**src/rtl/sfeg_pkg.sv**
```systemverilog
package sfeg_pkg;

    // Framing
    localparam int FRAME_SAMPLES = 400;
    localparam int FRAME_STEP    = 160;
    localparam int MAX_FRAMES    = 256;

    // Frames judged per utterance, never more than the mask can hold
    localparam int JUDGE_CAP = (MAX_FRAMES < 256) ? MAX_FRAMES : 256;

    // Most frames one sample can fall into
    localparam int NSPAN = (FRAME_SAMPLES + FRAME_STEP - 1) / FRAME_STEP;
    localparam int K_W   = $clog2(NSPAN + 1);

    // Sample counter, saturating
    localparam int             CNT_W   = 17;
    localparam logic [CNT_W-1:0] CNT_MAX = '1;

    // Frame index of the newest frame and phase within one step
    localparam int FHI_W = $clog2((2 ** CNT_W - 1) / FRAME_STEP + 1);
    localparam int POS_W = $clog2(FRAME_STEP);
    localparam int COV_W = $clog2(FRAME_SAMPLES + NSPAN * FRAME_STEP + 1);

    // Energy memory
    localparam int               ADDR_W = $clog2(MAX_FRAMES);
    localparam int               E_W    = 40;
    localparam logic [E_W-1:0]   E_MAX  = '1;
    localparam int               THR_W  = E_W + 16;

    // Judging and mask
    localparam int JIDX_W = 8;
    localparam int NF_W   = 9;
    localparam int WORDS  = 4;
    localparam int MASK_W = 64;

    // Ports
    localparam int CFG_W     = 40;
    localparam int CFG_IDX_W = 3;
    localparam int S_DATA_W  = 32;
    localparam int M_DATA_W  = 80;

    typedef enum logic [CFG_IDX_W-1:0] {
        REG_MIN_SAMPLES  = 3'd0,
        REG_QUIET_PEAK   = 3'd1,
        REG_RATIO_SQ     = 3'd2,
        REG_FLOOR_ENERGY = 3'd3,
        REG_MIN_KEPT     = 3'd4
    } cfg_idx_t;

    typedef enum logic [1:0] {
        ST_OK     = 2'd0,
        ST_SHORT  = 2'd1,
        ST_QUIET  = 2'd2,
        ST_LITTLE = 2'd3
    } status_t;

    typedef enum logic [2:0] {
        OP_NONE,
        OP_ACCEPT,
        OP_ACC_RD,
        OP_PEAK_RD,
        OP_KEEP_RD,
        OP_PUBLISH
    } op_t;

    typedef struct packed {
        logic [15:0]    min_samples;
        logic [14:0]    quiet_peak;
        logic [15:0]    ratio_sq;
        logic [E_W-1:0] floor_energy;
        logic [8:0]     min_kept;
    } cfg_t;

    typedef struct packed {
        op_t               op;
        logic [K_W-1:0]    k;
        logic [JIDX_W-1:0] scan;
    } cmd_t;

    typedef struct packed {
        logic            last;
        logic            early;
        logic [NF_W-1:0] nf;
    } stat_t;

    typedef struct packed {
        logic                            load;
        logic [WORDS-1:0][MASK_W-1:0]    mask;
        logic [8:0]                      kept;
        status_t                         status;
        logic [1:0]                      last_word;
    } result_t;

endpackage

```
**src/rtl/sfeg_ctrl.sv**
```systemverilog
module sfeg_ctrl
    import sfeg_pkg::*;
(
    input  logic  clk,
    input  logic  rst_n,
    input  logic  s_tvalid,
    output logic  s_tready,
    input  stat_t stat,
    input  logic  out_ready,
    output cmd_t  cmd
);

    typedef enum logic [2:0] {
        S_IDLE,
        S_ACC,
        S_CHECK,
        S_PEAK,
        S_PDRAIN,
        S_KEEP,
        S_KDRAIN,
        S_PUBLISH
    } state_t;

    state_t          state_reg;
    state_t          state_next;
    logic [K_W-1:0]  step_reg;
    logic [K_W-1:0]  step_next;
    logic [NF_W-1:0] scan_reg;
    logic [NF_W-1:0] scan_next;
    logic            ready_reg;
    logic            last_scan;

    assign last_scan = (scan_reg + 1'b1) == stat.nf;

    // Next state
    always_comb
    begin
        state_next = state_reg;
        step_next  = step_reg;
        scan_next  = scan_reg;
        unique case (state_reg)
            S_IDLE:
            begin
                if (s_tvalid && ready_reg)
                begin
                    state_next = S_ACC;
                    step_next  = '0;
                end
            end
            S_ACC:
            begin
                if (step_reg == K_W'(NSPAN))
                begin
                    state_next = stat.last ? S_CHECK : S_IDLE;
                end
                else
                begin
                    step_next = step_reg + 1'b1;
                end
            end
            S_CHECK:
            begin
                scan_next  = '0;
                state_next = (stat.early || (stat.nf == '0)) ? S_PUBLISH : S_PEAK;
            end
            S_PEAK:
            begin
                if (last_scan)
                begin
                    state_next = S_PDRAIN;
                    scan_next  = '0;
                end
                else
                begin
                    scan_next = scan_reg + 1'b1;
                end
            end
            S_PDRAIN:
            begin
                state_next = S_KEEP;
            end
            S_KEEP:
            begin
                if (last_scan)
                begin
                    state_next = S_KDRAIN;
                    scan_next  = '0;
                end
                else
                begin
                    scan_next = scan_reg + 1'b1;
                end
            end
            S_KDRAIN:
            begin
                state_next = S_PUBLISH;
            end
            S_PUBLISH:
            begin
                if (out_ready)
                begin
                    state_next = S_IDLE;
                end
            end
            default:
            begin
                state_next = S_IDLE;
            end
        endcase
    end

    // State and registered outputs
    always_ff @(posedge clk or negedge rst_n)
    begin
        if (!rst_n)
        begin
            state_reg <= S_IDLE;
            step_reg  <= '0;
            scan_reg  <= '0;
            ready_reg <= 1'b0;
        end
        else
        begin
            state_reg <= state_next;
            step_reg  <= step_next;
            scan_reg  <= scan_next;
            ready_reg <= (state_next == S_IDLE);
        end
    end

    assign s_tready = ready_reg;

    // Datapath commands
    always_comb
    begin
        cmd.op   = OP_NONE;
        cmd.k    = step_reg;
        cmd.scan = JIDX_W'(scan_reg);
        unique case (state_reg)
            S_IDLE:    cmd.op = (s_tvalid && ready_reg) ? OP_ACCEPT : OP_NONE;
            S_ACC:     cmd.op = (step_reg < K_W'(NSPAN)) ? OP_ACC_RD : OP_NONE;
            S_PEAK:    cmd.op = OP_PEAK_RD;
            S_KEEP:    cmd.op = OP_KEEP_RD;
            S_PUBLISH: cmd.op = out_ready ? OP_PUBLISH : OP_NONE;
            default:   cmd.op = OP_NONE;
        endcase
    end

    // Samples are taken only while no utterance is being judged
    a_ready_idle: assert property (@(posedge clk) disable iff (!rst_n)
        s_tready |-> (state_reg == S_IDLE))
        else $error("input ready outside idle");

endmodule

```
**config.mk**
```make
export PLATFORM = sky130hd
export DESIGN_NAME = sfeg_ctrl
export DESIGN_NICKNAME = d
export VERILOG_FILES = /design/src/rtl/sfeg_pkg.sv /design/src/rtl/sfeg_ctrl.sv
export SDC_FILE = /design/constraint.sdc
export NUM_CORES = 1
export LEC_CHECK = 0
export BUFFER_PORTS_ARGS = -buffer_cell sky130_fd_sc_hd__buf_2
export CORE_UTILIZATION = 57
export DETAILED_ROUTE_END_ITERATION = 6
export PLACE_DENSITY_LB_ADDON = 0.1
export SYNTH_ARGS = -nofsm -noshare
export SYNTH_HDL_FRONTEND = slang
export SYNTH_SLANG_ARGS = --single-unit
```
**constraint.sdc**
```tcl
create_clock -name clk -period 4.4 [get_ports clk]
set_input_delay 0.66 -clock clk [delete_from_list [all_inputs] [get_ports clk]]
set_output_delay 0.66 -clock clk [all_outputs]
set_load 0.02 [all_outputs]
```
==> reports/metrics.cfg, run 1 <==
[run_status]
status = completed

[routing]
routed_wl_um = 2770
drt_iter0_markers = 37
ant_nets = 0
vias_per_cell = 6.12
drt_pass1_iterations = 4
vias = 1126
post-route-drc-count = 0
avgRoutedWirePerCell_um = 15.0

[logic_synthesis]
syn_nets = 157
async_reset_ff_share_pct = 100
synth_top_flop_cell = dfrtp_1
synth_edf_count = 0
ys_seq_elements = 15
synth_seq_area_share_pct = 30.5
syn-instance-count = 140
synth.cell_area_sq_um = 1230
ys_warn_count = 0
postSynthAreaPerCell_sq_um = 8.79
synth.distinct_cells = 51
netlist_top_cells_area = dfrtp_1 (30%), buf_4 (4.9%), buf_6 (4.6%)
yosysTopAreaCellShare_pct = 30.5
synth_top_area_cell = dfrtp_1

[place]
dp_hpwl_um = 2090
gp_congestion = 0.907
port_buffers = 28
pre_cts_ws_ns = 1.71

[layout]
postLayoutCoreUtil_pct = 65.3
area_growth_pct = 6.20
nNetsFinal = 175
largest_reg_flops = 9
fillCellCount = 187
diodes = 0
drive_gt1_share_pct = 27.4

[power_and_ir_drop]
p_leak_nw = 0.603
vdd_drop_max_mv = 0.348
pwr_density_cell_nw_per_um2 = 629

[worst_setup_path]
cp.arrival_ns = 2.89
reg2reg_slack_ns = 1.68
worst-path-max-fanout = 12
worstSetupStartpointType = flop
endpoint_kind = flop
worstPathRequired_ns = 4.57
ff2ff_path_depth = 7
timing.rr.end = scan_reg[2]$_DFFE_PN0P_
r2r_start = scan_reg[0]$_DFFE_PN0P_
path_class = reg2reg

[timing]
fmax_ghz = 0.368
skew_ns = 0.00340
relSlewSlack_pct = 50.6
grt_setup_unrepaired = no
fin_setup_tns_ns = 0
timing.final.ws_setup_ns = 1.68
setup_violations = 0
worst_slew_pin_slew_ns = 0.741
slew_violations = 0
fin_crit_sh_pct = 61.7
hold_viol_final = 0
fin_crit_ns = 2.72

[die]
die-height_um = 48.5
fp.coreArea_sq_um = 2000
die_w_um = 48.5
boundaryPins = 29
dieArea_sq_um = 2350
rows = 16
start_util_pct = 61.5

[grt]
antenna_found_initial = 0
grt_usage_pct = 25.7
grt_pass1_wl_um = 4710
grt_start_max_net_pins = 16
grt_pass1_vias = 1031
overflow = 0

[clocking]
insertion_delay_ns = 0.29
cts_buffer_depth = 2
clk_pin_slew_ns = 0.10
post_cts_resized = 0
ctsHtreeMaxLevel = 1
ctsHoldBuffers = 0
numCtsBuffers = 3
cts_tree = built
cts_root_buffer = clkbuf_4
cts_setup_buffers = 0
clock_sink_count = 15

[min_path]
hold_path.class = in2async

[run]
max_cap_violations = 0

cell type report:
cell class	count	area, sq um	area share, %
flip-flops and latches	15	375	28.7
repair buffers	28	140	10.7
clock inverters	1	5.00	0.383
clock buffers	3	22.5	1.72
multi-input cells	106	716	54.7
inverters	4	15.0	1.15
well taps	27	33.8	2.58
worst max path at each step:
| stage | endpoint | depth (start not counted) | start |
|---|---|---|---|
| final | scan_reg[2]$_DFFE_PN0P_ | 7 | scan_reg[0]$_DFFE_PN0P_ |
| after global routing | scan_reg[2]$_DFFE_PN0P_ | 7 | scan_reg[0]$_DFFE_PN0P_ |
| after CTS | scan_reg[2]$_DFFE_PN0P_ | 7 | scan_reg[0]$_DFFE_PN0P_ |
| after detailed placement | scan_reg[2]$_DFFE_PN0P_ | 7 | scan_reg[0]$_DFFE_PN0P_ |
| after global placement | scan_reg[2]$_DFFE_PN0P_ | 7 | scan_reg[0]$_DFFE_PN0P_ |
| after floorplan | scan_reg[3]$_DFFE_PN0P_ | 8 | scan_reg[0]$_DFFE_PN0P_ |
per-layer routing:
| layer | up-vias | GRT usage [%] | share of wire (%) |
|---|---|---|---|
| met1 | 532 | 34.5 | 46 |
| met4 | 0 | 4.41 | 0.25 |
| met3 | 2 | 4.09 | 6.6 |
| met5 | - | 0 | 0 |
| li1 | 551 | - | - |
| met2 | 41 | 44.1 | 48 |
worst max-delay path: stages, from the launching register on:
cell and delay, ns:
dfrtp_1 0.46, ha_1 0.37, xnor2_1 0.14, nand2_1 0.07, or3b_4 0.40, nor4_4 0.59, nor2_2 0.17, a221o_1 0.39
Yosys cell counts (all sizes together), types with 2 or more instances:
master and n:
a211oi 4, a21o 3, a21oi 4, a221o 4
and4 2, buf 14, dfrtp 15, ha 2
inv 4, nand2 15, nand3 7, nand4 2
nor2 8, nor2b 2, nor3 6, nor4 3
o21ai 11, or2 2, or3 3, xnor2 3
xor2 6
placed cells by master (no fill, tap or decap), types with 4 or more instances in the layout:
master / n
a211oi_1: 4
a21oi_1: 4
a221o_1: 4
buf_2: 28
dfrtp_1: 15
inv_1: 4
nand2_1: 14
nand3_1: 6
nor2_1: 7
nor3_1: 4
o21ai_0: 10
xor2_1: 6
where the power goes:
part           switching [mW]  internal, mW
Clock                  0.0477        0.0338
Combinational           0.265         0.179
Sequential              0.105         0.192
per-stage QoR:
step	area (sq um)	cells	hold WS [ns]	total power, mW
6_report	1310	184	0.263	0.822
5_1_grt	1310	184	0.273	0.893
4_1_cts	1310	184	0.270	0.823
3_5_place_dp	1280	180	0.517	0.739
3_3_place_gp	1280	180	0.503	0.725
2_1_floorplan	1230	140	0.364	0.677
kinds of logic after synthesis:
family / synth area share, %
AO/OA/AOI/OAI: 23.0
XOR/XNOR: 6.40
adder cells (fa/ha/maj): 2.03
buffers and inverters: 11.4
flip-flops: 30.5
AND/OR/NAND/NOR: 26.7
Note: power is estimated with default switching activity, not from simulation.
==> run 2, diff against run 1 <==
--- a/config.mk
+++ b/config.mk
@@ -6,7 +6,7 @@
 export NUM_CORES = 1
 export LEC_CHECK = 0
 export BUFFER_PORTS_ARGS = -buffer_cell sky130_fd_sc_hd__buf_2
-export CORE_UTILIZATION = 57
+export CORE_UTILIZATION = 53
 export DETAILED_ROUTE_END_ITERATION = 6
 export PLACE_DENSITY_LB_ADDON = 0.1
 export SYNTH_ARGS = -nofsm -noshare
==> constraint.sdc (replaced) <==
create_clock -name clk -period 2.6 [get_ports clk]
set_input_delay 0.39 -clock clk [delete_from_list [all_inputs] [get_ports clk]]
set_output_delay 0.39 -clock clk [all_outputs]
set_load 0.02 [all_outputs]
==> run 2 against run 1 <==
  * Non-clock buffer count increased by 3
  * Cell count increased by 2.2%
  * Cell area increased by 2.0%
  * Clock skew increased by 0.0059 ns
  * Highest routed layer unchanged
  * Worst setup slack got worse by 1.5 ns
  * Total power increased by 70%
  * Largest power group unchanged
==> reports/metrics.cfg, run 2 (synthesis gave the netlist of run 1 again) <==
[run_status]
status = completed

[routing]
vias = 1132  ; +0.53%
ant_nets = 0  ; unchanged
drt_iter0_markers = 19  ; -49%
vias_per_cell = 6.02  ; -1.6%
routed_wl_um = 2820  ; +2.0%
avgRoutedWirePerCell_um = 15.0  ; -0.18%
post-route-drc-count = 0  ; unchanged
drt_pass1_iterations = 4  ; unchanged

[timing]
fin_crit_ns = 2.39  ; -0.328 ns
fin_setup_tns_ns = 0  ; unchanged
grt_setup_unrepaired = no
setup_violations = 0  ; unchanged
fin_crit_sh_pct = 91.9  ; +30 points
worst_slew_pin_slew_ns = 0.801  ; +0.0593 ns
hold_viol_final = 0  ; unchanged
timing.final.ws_setup_ns = 0.211  ; -1.47 ns
fmax_ghz = 0.419  ; +14%
skew_ns = 0.00925  ; +0.00585 ns
slew_violations = 0  ; unchanged
relSlewSlack_pct = 46.6  ; -4.0 points

[die]
boundaryPins = 29  ; unchanged
die_w_um = 50.2  ; +3.5%
start_util_pct = 56.2  ; -5.3 points
rows = 17  ; +1
fp.coreArea_sq_um = 2190  ; +9.4%
die-height_um = 50.2  ; +3.5%
dieArea_sq_um = 2520  ; +7.2%

[clocking]
insertion_delay_ns = 0.30  ; about the same
cts_root_buffer = clkbuf_4
cts_setup_buffers = 0  ; unchanged
numCtsBuffers = 3  ; unchanged
post_cts_resized = 0  ; unchanged
ctsHtreeMaxLevel = 1  ; unchanged
clk_pin_slew_ns = 0.11  ; about the same
cts_buffer_depth = 2  ; unchanged
cts_tree = built
clock_sink_count = 15  ; unchanged

[place]
pre_cts_ws_ns = 0.230  ; -1.48 ns
gp_congestion = 0.798  ; -12%
dp_hpwl_um = 2140  ; +2.3%
port_buffers = 28  ; unchanged

[layout]
fillCellCount = 189  ; +1.1%
postLayoutCoreUtil_pct = 60.9  ; -4.4 points
area_growth_pct = 8.33
drive_gt1_share_pct = 28.1  ; +0.74 points
diodes = 0  ; unchanged
largest_reg_flops = 9  ; unchanged
layout_common_cells = buf_2 (28), dfrtp_1 (15), nand2_1 (14), o21ai_0 (10), nor2_1 (7)
nNetsFinal = 178  ; +1.7%
final_common_cell = buf_2

[worst_setup_path]
cp_slowest_cell = dfrtp_1
worstPathRequired_ns = 2.79  ; -1.78 ns
cpPeakStageDelay_ns = 0.46  ; -0.13 ns
cp.buffers_inverters = 1  ; +1
r2r_start = scan_reg[0]$_DFFE_PN0P_
endpoint_kind = flop
path_class = reg2reg
timing.rr.end = scan_reg[3]$_DFFE_PN0P_
worstSetupStartpointType = flop
worst-path-max-fanout = 10  ; -2
cp_cell_sequence = ha_1 -> xnor2_1 -> nand2_1 -> or3b_4 -> nor4_4 -> buf_4 -> nor4_1 -> a221o_1
crit_family = simple AND/OR/NAND/NOR gates
ff2ff_path_depth = 8  ; +1
reg2reg_slack_ns = 0.21  ; -1.47 ns
cp.arrival_ns = 2.58  ; -0.31 ns

[power_and_ir_drop]
p_switching_mw = 0.710  ; +70%
pwr_density_cell_nw_per_um2 = 1050  ; +67%
vdd_drop_max_mv = 0.522  ; +50%
pwr-share-clk_pct = 10.2  ; +0.3 points
p_sw_share_pct = 50.7  ; -0.15 points
pwr-share-seq_pct = 35.3  ; -0.8 points
p_total_mw = 1.40  ; +70%
internal-power_mw = 0.691  ; +71%
combPwrFrac_pct = 54.5  ; +0.5 points
p_leak_nw = 0.618  ; +2.5%

[grt]
antenna_found_initial = 0  ; unchanged
grt_pass1_vias = 1072  ; +4.0%
grt_usage_pct = 24.8  ; -0.83 points
grt_pass1_wl_um = 4680  ; -0.57%
overflow = 0  ; unchanged
grt_start_max_net_pins = 16  ; unchanged

[run]
max_cap_violations = 0  ; unchanged

[min_path]
hold_path.class = in2reg
whs_path_depth = 4
worstHoldStart = stat[10]
hold_end = state_reg[1]$_DFF_PN0_

-- run 2: cell count changes in the layout (fill, tap and decap cells not counted), sizes merged --
cell	change
buf	+2
dlygate4sd3	+1
-- run 2: area by class of cell --
type | count | area (sq um) | area share (%)
Sequential cell | 15 | 375 | 28.1
Inverter | 4 | 15.0 | 1.13
Tap cell | 28 | 35.0 | 2.63
Timing Repair Buffer | 31 | 165 | 12.4
Multi-Input combinational cell | 106 | 716 | 53.7
Clock inverter | 1 | 5.00 | 0.375
Clock buffer | 3 | 22.5 | 1.69
-- run 2: metrics by stage --
| step | hold slack (ns) | instances | instance area, sq um |
|---|---|---|---|
| final | 0.471 | 188 | 1330 |
| after global routing | 0.490 | 188 | 1330 |
| after CTS | 0.463 | 188 | 1330 |
| after detailed placement | 0.323 | 183 | 1300 |
| after global placement | 0.324 | 183 | 1300 |
| after floorplan | 0.0944 | 140 | 1230 |
-- run 2: what timing repair did --
action                     4_1_cts  5_1_grt
hold buffers                     1        0
setup endpoints to repair        0        0
hold endpoints to repair         9        0
-- run 2: worst max-delay path by stage --
| stage | start | slack (ns) | cells after the start | endpoint |
|---|---|---|---|---|
| CTS | scan_reg[0]$_DFFE_PN0P_ | 0.21 | 8 | scan_reg[3]$_DFFE_PN0P_ |
| finish | scan_reg[0]$_DFFE_PN0P_ | 0.21 | 8 | scan_reg[3]$_DFFE_PN0P_ |
| floorplan | scan_reg[0]$_DFFE_PN0P_ | 0.40 | 8 | scan_reg[3]$_DFFE_PN0P_ |
| global placement | scan_reg[0]$_DFFE_PN0P_ | 0.28 | 8 | scan_reg[3]$_DFFE_PN0P_ |
| global route | scan_reg[0]$_DFFE_PN0P_ | 0.05 | 8 | scan_reg[3]$_DFFE_PN0P_ |
| detailed placement | scan_reg[0]$_DFFE_PN0P_ | 0.23 | 8 | scan_reg[3]$_DFFE_PN0P_ |
-- run 2: tightest hold or removal path, cell delays in order --
cell       delay, ns
buf_2           0.07
nand2_1         0.04
a2bb2oi_1       0.13
o311ai_0        0.09
-- run 2: power groups by stage --
stage	clock network, mW	logic, mW	registers [mW]
floorplan	0	0.706	0.440
global placement	0	0.754	0.490
detailed placement	0	0.761	0.496
CTS	0.146	0.766	0.493
global route	0.162	0.846	0.515
finish	0.143	0.763	0.495
-- run 2: metal layers --
layer	global-route usage, %	vias to the layer above	part of all wire, %	wire length, um
met5	0	-	0	0
met4	14.8	0	2.9	82
met3	4.24	9	5.1	143
met2	41.1	41	48	1370
met1	29.9	529	44	1230
li1	-	553	-	-
