<file path="config.mk">
export PLATFORM = sky130hd
export DESIGN_NAME = sfeg_outq
export DESIGN_NICKNAME = d
export VERILOG_FILES = /design/src/rtl/sfeg_pkg.sv /design/src/rtl/sfeg_outq.sv
export SDC_FILE = /design/constraint.sdc
export NUM_CORES = 1
export LEC_CHECK = 0
export BUFFER_PORTS_ARGS = -buffer_cell sky130_fd_sc_hd__buf_2
export CORE_UTILIZATION = 25
export CTS_CLUSTER_SIZE = 12
export DETAILED_ROUTE_END_ITERATION = 10
export PLACE_DENSITY_LB_ADDON = 0.15
export SETUP_SLACK_MARGIN = 0.15
export SYNTH_ARGS = -nofsm -noshare
export SYNTH_HDL_FRONTEND = slang
export SYNTH_SLANG_ARGS = --single-unit
</file>
<file path="constraint.sdc">
create_clock -name clk -period 22.1 [get_ports clk]
set_input_delay 1.105 -clock clk [delete_from_list [all_inputs] [get_ports clk]]
set_output_delay 1.105 -clock clk [all_outputs]
set_load 0.1 [all_outputs]
</file>
<file path="src/rtl/sfeg_pkg.sv">
package sfeg_pkg;

    // Framing
    localparam int FRAME_SAMPLES = 400;
    localparam int FRAME_STEP    = 160;
    localparam int MAX_FRAMES    = 256;

    // Frames judged per utterance, never more than the mask can hold
    localparam int JUDGE_CAP = (MAX_FRAMES < 256) ? MAX_FRAMES : 256;

    // Most frames one sample can fall into
    localparam int NSPAN = (FRAME_SAMPLES + FRAME_STEP - 1) / FRAME_STEP;
    localparam int K_W   = $clog2(NSPAN + 1);

    // Sample counter, saturating
    localparam int             CNT_W   = 17;
    localparam logic [CNT_W-1:0] CNT_MAX = '1;

    // Frame index of the newest frame and phase within one step
    localparam int FHI_W = $clog2((2 ** CNT_W - 1) / FRAME_STEP + 1);
    localparam int POS_W = $clog2(FRAME_STEP);
    localparam int COV_W = $clog2(FRAME_SAMPLES + NSPAN * FRAME_STEP + 1);

    // Energy memory
    localparam int               ADDR_W = $clog2(MAX_FRAMES);
    localparam int               E_W    = 40;
    localparam logic [E_W-1:0]   E_MAX  = '1;
    localparam int               THR_W  = E_W + 16;

    // Judging and mask
    localparam int JIDX_W = 8;
    localparam int NF_W   = 9;
    localparam int WORDS  = 4;
    localparam int MASK_W = 64;

    // Ports
    localparam int CFG_W     = 40;
    localparam int CFG_IDX_W = 3;
    localparam int S_DATA_W  = 32;
    localparam int M_DATA_W  = 80;

    typedef enum logic [CFG_IDX_W-1:0] {
        REG_MIN_SAMPLES  = 3'd0,
        REG_QUIET_PEAK   = 3'd1,
        REG_RATIO_SQ     = 3'd2,
        REG_FLOOR_ENERGY = 3'd3,
        REG_MIN_KEPT     = 3'd4
    } cfg_idx_t;

    typedef enum logic [1:0] {
        ST_OK     = 2'd0,
        ST_SHORT  = 2'd1,
        ST_QUIET  = 2'd2,
        ST_LITTLE = 2'd3
    } status_t;

    typedef enum logic [2:0] {
        OP_NONE,
        OP_ACCEPT,
        OP_ACC_RD,
        OP_PEAK_RD,
        OP_KEEP_RD,
        OP_PUBLISH
    } op_t;

    typedef struct packed {
        logic [15:0]    min_samples;
        logic [14:0]    quiet_peak;
        logic [15:0]    ratio_sq;
        logic [E_W-1:0] floor_energy;
        logic [8:0]     min_kept;
    } cfg_t;

    typedef struct packed {
        op_t               op;
        logic [K_W-1:0]    k;
        logic [JIDX_W-1:0] scan;
    } cmd_t;

    typedef struct packed {
        logic            last;
        logic            early;
        logic [NF_W-1:0] nf;
    } stat_t;

    typedef struct packed {
        logic                            load;
        logic [WORDS-1:0][MASK_W-1:0]    mask;
        logic [8:0]                      kept;
        status_t                         status;
        logic [1:0]                      last_word;
    } result_t;

endpackage

</file>
<file path="src/rtl/sfeg_outq.sv">
module sfeg_outq
    import sfeg_pkg::*;
(
    input  logic                clk,
    input  logic                rst_n,
    input  result_t             res,
    output logic                out_ready,
    output logic                m_tvalid,
    input  logic                m_tready,
    output logic [M_DATA_W-1:0] m_tdata,
    output logic                m_tlast
);

    logic [WORDS-1:0][MASK_W-1:0] mask_reg;
    logic [8:0]                   kept_reg;
    status_t                      status_reg;
    logic [1:0]                   last_word_reg;
    logic [1:0]                   cur_reg;
    logic                         busy_reg;

    // Result payload
    always_ff @(posedge clk)
    begin
        if (res.load && !busy_reg)
        begin
            mask_reg      <= res.mask;
            kept_reg      <= res.kept;
            status_reg    <= res.status;
            last_word_reg <= res.last_word;
        end
    end

    // Word sequencing
    always_ff @(posedge clk or negedge rst_n)
    begin
        if (!rst_n)
        begin
            busy_reg <= 1'b0;
            cur_reg  <= '0;
        end
        else if (!busy_reg)
        begin
            if (res.load)
            begin
                busy_reg <= 1'b1;
                cur_reg  <= '0;
            end
        end
        else if (m_tready)
        begin
            if (cur_reg == last_word_reg)
            begin
                busy_reg <= 1'b0;
            end
            else
            begin
                cur_reg <= cur_reg + 1'b1;
            end
        end
    end

    assign out_ready = !busy_reg;
    assign m_tvalid  = busy_reg;
    assign m_tlast   = (cur_reg == last_word_reg);
    assign m_tdata   = {3'b0, status_reg, kept_reg, cur_reg, mask_reg[cur_reg]};

    a_load_when_free: assert property (@(posedge clk) disable iff (!rst_n)
        res.load |-> !busy_reg)
        else $error("result loaded while words still pending");

    a_run_continues: assert property (@(posedge clk) disable iff (!rst_n)
        (m_tvalid && m_tready && !m_tlast) |=> m_tvalid)
        else $error("run of words ended before final word");

endmodule

</file>
==> results.md, run 1 <==
- The flow ran to the end, and the final reports show no timing, DRC or antenna violations.
- The pre-CTS setup slack is about 18 ns.
- At the pin with the least slew margin, the transition time is between 1 and 1.5 ns.
- The library cell used most frequently in the layout, excluding fill and tap cells, is buf_2.
- Once the clock tree was built, the resizer swapped 0 gates to a different size.
- The aggregate negative setup slack is 0 ns.
- The worst setup path is of the register to primary output kind.
- At the end of routability-driven placement, the weighted congestion stood at 0.739.
- The tightest hold path in the finished design has a slack of ~0.33 ns.
- TritonCTS created 31 clock buffers.
- The post-layout worst setup margin is 17.76 ns.
- After technology mapping, the gate count stands at between 300 and 400.
- Setup violations remaining at the end of the flow were counted as 0.
- The count of clock tree sinks is 272.
- The synthesized netlist occupies a cell area of about 0.0099 mm^2.
- The number of hold-repair buffers added at the cts stage is 0.
- The worst setup path is launched from a register.
- The initial utilization of the core area, before any placement, comes to approximately 25%.
- Setup repair after global routing left no endpoint under its margin.
- The maximum number of pins on one net before global-route repair is roughly 80.
- The number of setup buffers added after CTS is 0.
- The horizontal die dimension is ~200 um.
- The final hold violation count was 0.
- The floorplan has 72 rows.
- STA puts the critical path data arrival time at 3.24 ns.
- The post-place instance area is about 0.012 mm^2.
- The number of design-rule violations left by the first detailed-router iteration is roughly 170.
- The distinct cell type count of the synthesized netlist is 22.
- The clock period could shrink to roughly 4.3 ns.
- The maximum clock insertion buffer count is 3.
- The wire length of the first global-routing pass is around 35000 um.
- Once detail routing completed, the nets flagged for antenna violations numbered 0.
- Yosys printed 0 warnings.
- The average wire per cell in the routed design is 18.2 um.
- Global routing used 11.5% of the available tracks across all layers.
- The via count of the first global-routing pass was about 6000.
- The final global-route overflow total is 0.
- The filler cells instantiated in the layout total 3772.
- The placed wire-length estimate after detailed placement is between 15000 and 20000 um.
- The sequential-to-total area share from yosys stat is 82.7%.
- On the final layout, the worst clock skew is roughly 0.016 ns.
- The post-route netlist has 60.7% of its cells at a drive strength greater than 1.
- The clock insertion delay at the later pin of the skew report is between 0.5 and 0.6 ns.
- The register bit total from synthesis is roughly 270.
- Along the worst path, the maximum fanout reaches 37.
- TritonCTS built the clock tree.
- The count of H-tree levels built during CTS is 1.
- The ratio of routed vias to standard cells is just over 4.
- The net count of the finished layout is approximately 1000.
- The number of slew-limit violations in the final report was 0.
- The fmax is about 230 MHz.
- In the layout the commonest cells are 352 x buf_2, 269 x edfxtp_1, 64 x mux4_2.
- In the final layout, flip-flops and latches occupy just over 0.008 mm^2.
- The average cell area after synthesis is 26.6 um^2.
- The worst ir drop on vdd is just over 0.08 mV.
- The tightest slew margin relative to the limit is 25.0%.
- The region available for standard cell placement spans around 0.039 mm^2.
- The root buffer selected by CTS is clkbuf_16.
- The aggregate routed wire length is roughly 23000 um.
- STA classifies the critical path endpoint as a primary output.
- The tightest min-delay check is of the input port to asynchronous set/reset pin type.
- During placement, the flow inserted port buffers numbering between 300 and 400.
- The leakage component of the power is approximately 4.8 nW.
- The routed layout has between 5000 and 6000 vias.
- The area used by multi-input combinational logic is 0.00156 mm^2.
- The initial antenna violation count is 9.
- The final instance area is 0.0131 mm^2.
- The number of max-capacitance violations reported is 0.
- The portion of the clock cycle consumed by the worst path in the final layout is around a fifth.
- After detailed routing, the number of remaining DRC violations is 0.
- The die covers slightly above 0.04 mm^2.
- For this design the ratio of total power to cell area is roughly 150 mW/mm^2.
- The first-pass detailed-route iteration total is 7.
- From synthesis to final layout, the design area changed by 33.0%.
- At the worst endpoint, the required time is around 21 ns.
- The number of primary I/O pins is between 300 and 400.
- The clock-pin slew on the worst setup and hold paths is around 0.06 ns.
- The register with the most flip-flops in the layout has around 260 of them.
- The floorplan step set the die height to 201 um.
-- path summary, 6_finish.rpt --
path	start	slack [ns]	cells after the start	end
worst max-delay path	cur_reg[0]$_DFFE_PN0P_	17.76	3	m_tdata[48]
worst min-delay path	rst_n	0.33	1	cur_reg[1]$_DFFE_PN0P_
worst max register to register	m_tvalid$_DFF_PN0_	18.84	4	mask_reg[234]$_DFFE_PP_
worst min register to register	m_tvalid$_DFF_PN0_	0.70	1	m_tvalid$_DFF_PN0_
max in group asynchronous	rst_n	21.65	1	cur_reg[0]$_DFFE_PN0P_
min in group clk	m_tvalid$_DFF_PN0_	0.70	1	m_tvalid$_DFF_PN0_
-- cells in the mapped netlist --
| master | n | area [um^2] |
|---|---|---|
| edfxtp_1 | 269 | 8080 |
| buf_12 | 2 | 40.0 |
| buf_8 | 1 | 15.0 |
| conb_1 | 1 | 3.75 |
| a31oi_1 | 1 | 6.26 |
| xor2_1 | 1 | 8.76 |
| buf_1 | 1 | 3.75 |
| dfrtp_1 | 3 | 75.1 |
| mux4_2 | 64 | 1440 |
| buf_4 | 7 | 52.6 |
| nand2b_1 | 1 | 6.26 |
| o21ai_1 | 1 | 5.00 |
| nor2b_1 | 1 | 6.26 |
| xor2_2 | 1 | 16.3 |
| o2111ai_1 | 1 | 8.76 |
| a221o_1 | 1 | 10.0 |
| buf_6 | 1 | 11.3 |
| buf_2 | 6 | 30.0 |
| o2111a_1 | 1 | 11.3 |
| mux2i_1 | 1 | 10.0 |
| inv_1 | 2 | 7.51 |
| nor2_1 | 3 | 11.3 |
-- cell type report --
cell class	instances	area share [%]
Multi-Input combinational cell	80	11.9
Clock buffer	39	6.15
Sequential cell	272	62.3
Clock inverter	15	0.907
Antenna cell	3	0.0573
Timing Repair Buffer	357	13.7
Inverter	2	0.0573
Tap cell	518	4.94
-- metrics by stage --
| stage | std cells | util (%) | power, mW |
|---|---|---|---|
| 2_1_floorplan | 372 | - | 1.47 |
| 3_3_place_gp | 1229 | 31.4 | 1.57 |
| 3_5_place_dp | 1229 | 31.4 | 1.57 |
| 4_1_cts | 1283 | 33.8 | 2.06 |
| 5_1_grt | 1285 | 33.8 | 2.10 |
| 6_report | 1286 | 33.8 | 2.02 |
-- metal layers --
| layer | wire, um | part of all wire [%] | GRT usage (%) |
|---|---|---|---|
| met1 | 8420 | 36 | 12.2 |
| met5 | 77 | 0.33 | 0 |
| met4 | 730 | 3.1 | 4.31 |
| met2 | 12200 | 52 | 20.5 |
| met3 | 1980 | 8.4 | 4.40 |
-- cells by family (layout without fill, tap and decap cells) --
family | after synthesis | count (layout) | synth area share (%)
other | 1 | 6 | 0.0380
and+or+nand+nor | 5 | 5 | 0.241
muxes | 65 | 65 | 14.7
AOI/OAI and AO/OA | 5 | 5 | 0.419
xor gates and xnor gates | 2 | 2 | 0.254
buffers and inverters | 20 | 413 | 1.62
DFF | 272 | 272 | 82.7
-- critical path, stage by stage (launching register included) --
cell,delay (ns)
dfrtp_4,0.88
buf_4,0.74
mux4_2,0.63
buf_2,0.31
-- report_power, final --
| group | internal [mW] | switching [mW] | total (mW) |
|---|---|---|---|
| sequential | 0.643 | 0.0583 | 0.701 |
| combinational | 0.177 | 0.669 | 0.846 |
| clock | 0.277 | 0.195 | 0.473 |
| total | 1.10 | 0.923 | 2.02 |
Note: power is estimated with default switching activity, not from simulation.
==> inputs of run 2 (changes only) <==
- clock period: 22.1 -> 3.9 ns (I/O delays scaled with it)
==> run 2 against run 1 <==
Compared with the run above: the run now fails in clock tree synthesis (4_1_cts); synthesized cell count is the same; synthesized area is the same.
==> results.md, run 2 <==
- The flow did not finish.
- The stage at which the flow ended is clock tree synthesis (4_1_cts).
- The tool reported: "[ERROR RSZ-0060] Max buffer count reached".
- During synthesis, Yosys emitted a total of 0 warnings.
- The number of primary I/O pins is approximately 360.
- From bottom edge to top edge, the die measures approximately 200 um.
- For this run, asynchronously set or reset flops after synthesis account for about 1.1%.
- The CTS buffer count is 30.
- The number of port buffers is around 350.
- The initial utilization of the core area, before any placement, comes to roughly a quarter.
- The fraction of the mapped netlist area in compound gates is less than 1%.
- The final RePlAce weighted congestion is approximately 0.75.
- By area the synthesized netlist is led by edfxtp_1 82%, mux4_2 15%, dfrtp_1 0.76%.
- Summed over all nets, the half-perimeter wirelength after detailed placement is between 15000 and 20000 um.
- The count of clock tree sinks is 272.
- The distinct cell type count of the synthesized netlist is 22.
- The clock passes through at most 3 buffers.
- The cell taking the most area after synthesis is edfxtp_1.
- The count of H-tree levels built during CTS is 1.
- The floorplan step set the die width to between 200 and 250 um.
- The top-area cell type share of the netlist area is 81.9%.
- Summing the areas of all fa, ha and maj instances in the mapped netlist gives 0% of the synthesized area.
- Gates resized during post-CTS repair numbered 0.
- Of the total synthesized cell area, the portion taken by AND, OR, NAND and NOR gates is less than 1%.
- The largest family of logic cells by synthesized area is multiplexers.
- The multiplexer share of the synthesized area is approximately 15%.
- Summing every instance area after synthesis gives about 0.01 mm^2.
- After floorplanning, the core was divided into just over 70 placement rows.
- The average cell area after synthesis is 26.6 um^2.
- The tree is rooted in a clkbuf_16.
- The dominant synthesized flop cell is edfxtp_1.
- Counting flops and latches in the post-synthesis netlist gives between 200 and 300.
- The number of buffers inserted to repair setup after CTS is 0.
- Including well taps, the total number of placed cells is about 1200.
- Synthesis produced a netlist whose cell count is 370.
- The number of synthesized flops with an enable pin is roughly 270.
- The most repeated cell in the gate-level netlist after synthesis is edfxtp_1.
- The number of hold-repair buffers added at the cts stage is around 260.
- After Yosys synthesis, XOR and XNOR cells account for less than 1% of the synthesized area.
- After synthesis, the most frequently instantiated cells are 269 x edfxtp_1, 64 x mux4_2, 7 x buf_4, 6 x buf_2.
- The sequential-to-total area share from yosys stat is between 80% and 90%.
-- run 2: cell counts after synthesis --
Identical to the previous run, type by type.
-- run 2: kinds of logic after synthesis --
logic type	count (synthesis)
mux	65
simple gates	5
xor+xnor	2
compound gates	5
other cells	1
buf+inv	20
flops	272
-- run 2: per-stage QoR --
stage | utilization, % | cell area (um^2) | setup slack, ns
after detailed placement | 31.6 | 12200 | 1.55
after global placement | 31.6 | 12200 | 1.59
after floorplan | - | 9880 | -1.22
==> inputs of run 3 (changes only) <==
- CORE_UTILIZATION: 25 -> 20
- CTS_CLUSTER_SIZE: 12 -> unset
- SETUP_SLACK_MARGIN: 0.15 -> unset
- clock period: 3.9 -> 5.05 ns (I/O delays scaled with it)
==> run 3 against run 2 <==
Compared with the run above: the run now ends clean.
==> results.md, run 3 (synthesis results as in run 1) <==
- The initial antenna violation count is 2.
- The number of antenna diodes in the final layout is 0.
- The number of primary I/O pins is 356.
- The remaining number of nets flagged by the antenna check after routing is 0.
- The critical-path maximum fanout is 36.
- The sequential share of power is 33.1%.
- The wire length of the first global-routing pass is 39200 um.
- The number of slew-limit violations in the final report came to 0.
- The clock arrives with around 0.0093 ns of skew.
- The first TritonRoute pass finished after 4 iterations.
- The final instance area is about 0.016 mm^2.
- From bottom edge to top edge, the die measures ~220 um.
- Per report_power, the combinational group accounts for between 40 and 50% of the total.
- For the worst-skew pair, the clock arrives at the later sink with an insertion delay of approximately 0.57 ns.
- In this run the cell area measured after placement is 0.0124 mm^2.
- The final hold violation count is 0.
- The number of max-capacitance violations reported is 0.
- The power share of the clock group is 24.3%.
- The most common cell after layout, fill and taps aside is buf_2.
- In the routed layout, each cell is associated on average with a via count of roughly 3.6.
- Buffers added to address setup during post-CTS repair amount to 0.
- Setup repair after global routing left no endpoint under its margin.
- The clock-pin slew on the worst setup and hold paths is around 0.06 ns.
- The average wire per cell in the routed design is between 15 and 20 um.
- The internal portion of the total power is ~5 mW.
- Together, buffers and inverters on the worst path number 2.
- The aggregate routed wire length is about 26000 um.
- Compared with the post-synthesis result, the final layout area differs by 63.8%.
- Net switching is approximately 45% of the power.
- The CTS buffer count is 31.
- Input and output buffers added on the ports amount to ~350.
- The family with the most delay on the worst path is flip-flops.
- The initial core utilization is a little over 20%.
- The worst setup path is captured at a primary output.
- The via count of the first global-routing pass is between 7000 and 8000.
- The cell total after placement is 1367.
- In this run the standard cell core region covers between 0.04 and 0.05 mm^2.
- The final layout contains ~1300 nets.
- Of the cells placed in the final design, the portion with a size suffix greater than 1 is 45.6%.
- The worst hold margin is 0.104 ns.
- The pin slew with the least headroom to its limit is 0.935 ns.
- Data on the critical path is required at its endpoint by between 4 and 5 ns.
- Global routing consumed, over all layers together, between 10 and 15% of the routing resources.
- The delay of the slowest cell on the worst path is just over 0.9 ns.
- The final standard cell utilization of the core is about a third.
- The met3 capacity usage during global routing is ~3.3%.
- The placed wire-length estimate after detailed placement is around 16000 um.
- The clock drives between 200 and 300 sinks.
- In this run the worst hold path is classified as input port to register.
- The die covers between 0.05 and 0.06 mm^2.
- The routed layout has 6187 vias.
- The clock passes through at most 3 buffers.
- The library cells used most frequently in the layout, excluding fill and tap cells, are 352 x buf_2, 273 x dlygate4sd3_1, 269 x edfxtp_1.
- The number of design rule violations left after detail routing is 0.
- The maximum number of pins on one net before global-route repair is 120.
- The congestion estimate from routability-driven global placement came to about 0.7.
- The final non-filler cell total is ~1700.
- The critical path in this run is classified as register to primary output.
- The global-route met1 utilization is approximately 12%.
- The critical path goes through buf_12, mux4_2, buf_2.
- The fmax is approximately 330 MHz.
- The root buffer selected by CTS is clkbuf_16.
- Global routing consumed, on the met2 layer, between 15 and 20% of the routing resources.
- The number of core rows is 80.
- For this block, the initial DRC count from the detailed router was roughly 220.
- The count of H-tree levels built during CTS is 1.
- The worst setup path is launched from a register.
- Across the VDD grid, the largest voltage drop is approximately 0.30 mV.
- The final critical path takes up about 60% of the cycle.
- Summed over all layers, the global routing overflow is 0.
- Setup total negative slack on the finished layout was measured at 0 ns.
- The leakage component of the power is ~6.0 nW.
- Setup violations remaining at the end of the flow were counted as 0.
- In this run the tightest slew margin relative to its limit is a little under two fifths.
- The global routing's busiest layer is met2.
- At the worst endpoint, the arrival time is roughly 2.8 ns.
- The number of flip-flops under the largest register name is between 200 and 300.
- The largest individual stage delay along the critical path comes from the cell dfrtp_4.
- Power spread over the standard cell area amounts to 570 mW/mm^2.
- The switching power summed over all nets is 4.13 mW.
- The horizontal die dimension is between 200 and 250 um.
- The routed design could run at a clock period as short as between 3 and 4 ns.
- The clock tree from TritonCTS is yes.
- The flow ran to the end, and the final reports show no timing, DRC or antenna violations.
[run 3: worst min-delay path, stage by stage]
cell,delay (ns)
buf_2,0.10
nor2_1,0.13
a221o_1,0.16
[run 3: final timing paths]
check                                      startpoint                      to  slack (ns)  depth (start not counted)
hold reg to reg            last_word_reg[1]$_DFFE_PP_  cur_reg[0]$_DFFE_PN0P_        0.73                          3
setup / recovery               cur_reg[0]$_DFFE_PN0P_             m_tdata[20]        2.02                          3
min in group asynchronous                       rst_n      m_tvalid$_DFF_PN0_        0.58                          3
setup reg to reg               cur_reg[1]$_DFFE_PN0P_      m_tvalid$_DFF_PN0_        2.79                          4
max in group asynchronous                       rst_n  cur_reg[0]$_DFFE_PN0P_        4.31                          3
hold / removal                               res[269]  cur_reg[0]$_DFFE_PN0P_        0.10                          3
[run 3: final cells by class]
cell class	instances	area, um^2
fillers	4679	32000
clock buffers	42	897
repair buffers	630	4570
inverters	2	7.51
clock inverters	15	124
multi-input cells	80	1560
flip-flops and latches	272	8160
well taps	656	821
[run 3: repair_timing]
item | CTS | global route
resized for setup | 0 | 0
endpoints found under the hold margin | 275 | 0
hold buffers | 273 | 0
[run 3: power by group through the flow]
| stage | Combinational, mW | Clock, mW | Sequential (mW) |
|---|---|---|---|
| 6_report | 3.92 | 2.23 | 3.05 |
| 4_1_cts | 3.97 | 2.32 | 3.08 |
| 3_5_place_dp | 3.79 | 0 | 3.13 |
| 5_1_grt | 4.06 | 2.40 | 3.11 |
| 3_3_place_gp | 3.79 | 0 | 3.13 |
| 2_1_floorplan | 3.24 | 0 | 3.09 |
[run 3: metal layers]
metal  up-vias  routed length [um]  part of all wire, %
met3        45                1980                  7.7
li1       2887                   -                    -
met4         4                 699                  2.7
met5         -                  16                0.062
met1      3038               10500                   41
met2       213               12400                   48
[run 3: stage by stage]
stage          power, mW  setup WS [ns]
6_report            9.21           2.02
5_1_grt             9.57           1.78
4_1_cts             9.37           1.84
3_5_place_dp        6.92           2.49
3_3_place_gp        6.92           2.52
2_1_floorplan       6.33        -0.0722
==> inputs of run 4 (changes only) <==
- clock period: 5.05 -> 2.7 ns (I/O delays scaled with it)
==> run 4 against run 3 <==
Compared with the run above: via count is 0.68% higher; clock power up 92%; sequential power is 81% higher; clock skew about the same; design area up 0.89%; flip-flop and latch count did not move; setup slack got worse by 1.8 ns; sequential share of layout area fell by 0.45 points; non-clock buffer count increased by 9; clock-buffer cell count grew 5; combinational power grew 97%; largest power group unchanged; highest routed layer is now met4.
==> results.md, run 4 (synthesis results as in run 1) <==
- The required time at the worst-slack endpoint is around 2.6 ns.
- Detailed routing placed a total of 1970 um of wire on met3.
- The maximum clock insertion buffer count is 3.
- In this run, the clock network consumes approximately a quarter of the power.
- The height of the die is between 200 and 250 um.
- The routed layout has between 6000 and 7000 vias.
- In this run the static leakage power is 6.06 nW.
- The first-pass detailed-route iteration total is 4.
- The layout has roughly 4700 filler cells.
- The tool flagged a number of max-cap violations equal to 0.
- The net count of the finished layout is between 1000 and 1500.
- The wire length on met2 is around 13000 um.
- Including well taps, the total number of placed cells is between 1000 and 1500.
- The H-tree generated during clock tree synthesis spans 2 levels.
- The proportion of power drawn by combinational gates is 44.1%.
- The share of post-route cells with drive strength above 1 is approximately 45%.
- STA classifies the critical path endpoint as a primary output.
- For the final routed database, the setup TNS stands at 0 ns.
- The tightest slew margin relative to the limit is 51.5%.
- TritonCTS built the clock tree.
- The finished cells cover roughly 0.016 mm^2.
- The met1 wire length is roughly 11000 um.
- The initial antenna violation count came to 2.
- The aggregate global-route resource usage is 10.5%.
- The count of buffers added on input and output ports is between 300 and 400.
- The slowest stage of the critical path belongs to the cell dfrtp_4.
- In this run, flip-flops and latches consume about a third of the power.
- The final critical path takes up between 90% and 100% of the cycle.
- The ratio of routed vias to standard cells is 3.65.
- Cell internal power was estimated by the tool at 9.70 mW.
- The wire length of the first global-routing pass is between 40000 and 50000 um.
- The flow ran to the end, and the final reports show no timing, DRC or antenna violations.
- The floorplan step set the die width to roughly 220 um.
- In this run the power spent charging and discharging nets is approximately 7.8 mW.
- The number of core rows is 80.
- The initial core utilization is roughly a fifth.
- Counting the buffers created by CTS gives 34.
- The die covers 0.0502 mm^2.
- The final hold violation count is 0.
- The via count of the first global-routing pass is 7191.
- The largest clock skew in the final design is 0.00890 ns.
- Timing would allow up to between 300 and 400 MHz.
- Net switching is 44.6% of the power.
- The post-layout worst setup margin is 0.177 ns.
- The number of gates resized after cts is 0.
- The min-delay analysis places its worst path in the category input port to register.
- The number of slew-limit violations in the final report is 0.
- For this design the top-level I/O count stands at ~360.
- The clock reaches the later pin of the worst-skew pair after 0.52 ns.
- At the pin with the least slew margin, the transition time is just over 0.7 ns.
- The remaining number of nets flagged by the antenna check after routing is 0.
- The delay of the slowest cell on the worst path is about 0.7 ns.
- The maximum number of pins on one net before global-route repair is 116.
- VDD sags by at most 0.738 mV.
- After detailed routing, the average wire length per cell comes to about 15 um.
- Traced cell by cell, the critical path runs through buf_4, mux4_2, buf_2.
- The routed design could run at a clock period as short as approximately 2.5 ns.
- The placed wire-length estimate after detailed placement is 17100 um.
- Overall power consumption after layout is estimated at around 18 mW.
- Setup violations remaining at the end of the flow were counted as 0.
- Dividing total power by cell area gives a power density of about 1100 mW/mm^2.
- The category of the worst setup path launch point is a register.
- The area inside the core boundary is 0.0481 mm^2.
- The clock-pin slew on the worst setup and hold paths is 0.05 ns.
- In the routed design, unresolved DRC markers number 0.
- The tree is rooted in a clkbuf_16.
- The area growth from synthesis to layout is 65.2%.
- In this run the worst path has a maximum fanout of 16.
- Hold is met by approximately 0.31 ns.
- In the layout the commonest cells are 352 x buf_2, 274 x dlygate4sd3_1, 269 x edfxtp_1.
- The arrival time at the worst endpoint is around 2.4 ns.
- Leaving out fill and tap cells, the most frequent cell in the layout is buf_2.
- The final non-filler cell total is 1708.
- The routed design has roughly 26000 um of wire.
- The number of design-rule violations left by the first detailed-router iteration is 243.
- CTS saw approximately 270 sinks.
- The start-to-end type of the worst setup path is register to primary output.
- The final global-route overflow total is 0.
- OpenSTA, run right after detailed placement, puts the worst setup slack at roughly 0.64 ns.
- The post-place instance area is approximately 0.013 mm^2.
- The uppermost layer routed is met4.
- The final RePlAce weighted congestion is roughly 0.7.
- The number of flip-flops under the largest register name is between 200 and 300.
- Setup repair after global routing left no endpoint under its margin.
- The final standard cell utilization of the core is about a third.
## run 4: changes by cell type in the layout (fill, tap and decap cells not counted), sizes merged
cell	change
clkinv	-3
clkbuf	+5
diode	+2
clkinvlp	-1
bufinv	-1
buf	+8
dlygate4sd3	+1
## run 4: path summary, 6_finish.rpt
check	from	to	slack, ns	cells after the start
worst max-delay path	cur_reg[0]$_DFFE_PN0P_	m_tdata[22]	0.18	3
worst min-delay path	res[53]	mask_reg[40]$_DFFE_PP_	0.31	2
worst max register to register	cur_reg[1]$_DFFE_PN0P_	m_tvalid$_DFF_PN0_	0.88	4
worst min register to register	last_word_reg[1]$_DFFE_PP_	cur_reg[0]$_DFFE_PN0P_	0.76	3
max in group asynchronous	rst_n	cur_reg[1]$_DFFE_PN0P_	1.97	3
min in group asynchronous	rst_n	cur_reg[0]$_DFFE_PN0P_	0.54	3
## run 4: area by class of cell
| type | instances | area [um^2] | share of cell area [%] |
|---|---|---|---|
| Sequential cell | 272 | 8160 | 50.1 |
| Timing Repair Buffer | 639 | 4690 | 28.8 |
| Multi-Input combinational cell | 80 | 1560 | 9.60 |
| Clock buffer | 47 | 963 | 5.92 |
| Tap cell | 656 | 821 | 5.04 |
| Clock inverter | 10 | 73.8 | 0.453 |
| Inverter | 2 | 7.51 | 0.0461 |
| Antenna cell | 2 | 5.00 | 0.0307 |
## run 4: routing by layer
layer | global-route usage, % | vias to the layer above
met3 | 3.38 | 52
met2 | 17.7 | 219
li1 | - | 2916
met5 | 0 | -
met1 | 12.1 | 3042
met4 | 4.60 | 0
## run 4: power groups by stage
stage / registers (mW) / clock network, mW / logic (mW)
global route: 5.58 / 4.60 / 8.04
detailed placement: 5.62 / 0 / 7.50
finish: 5.51 / 4.29 / 7.72
CTS: 5.53 / 4.49 / 7.84
global placement: 5.62 / 0 / 7.51
floorplan: 5.77 / 0 / 6.06
## run 4: critical path: cells and delay by family (launching register included)
kind	cells	cell delay (ns)
flops	1	0.68
buf+inv	2	0.62
mux	1	0.55
## run 4: repair_timing
item,CTS,global route
setup buffers,0,0
hold endpoints to repair,275,0
setup endpoints to repair,0,0
hold buffers,274,0
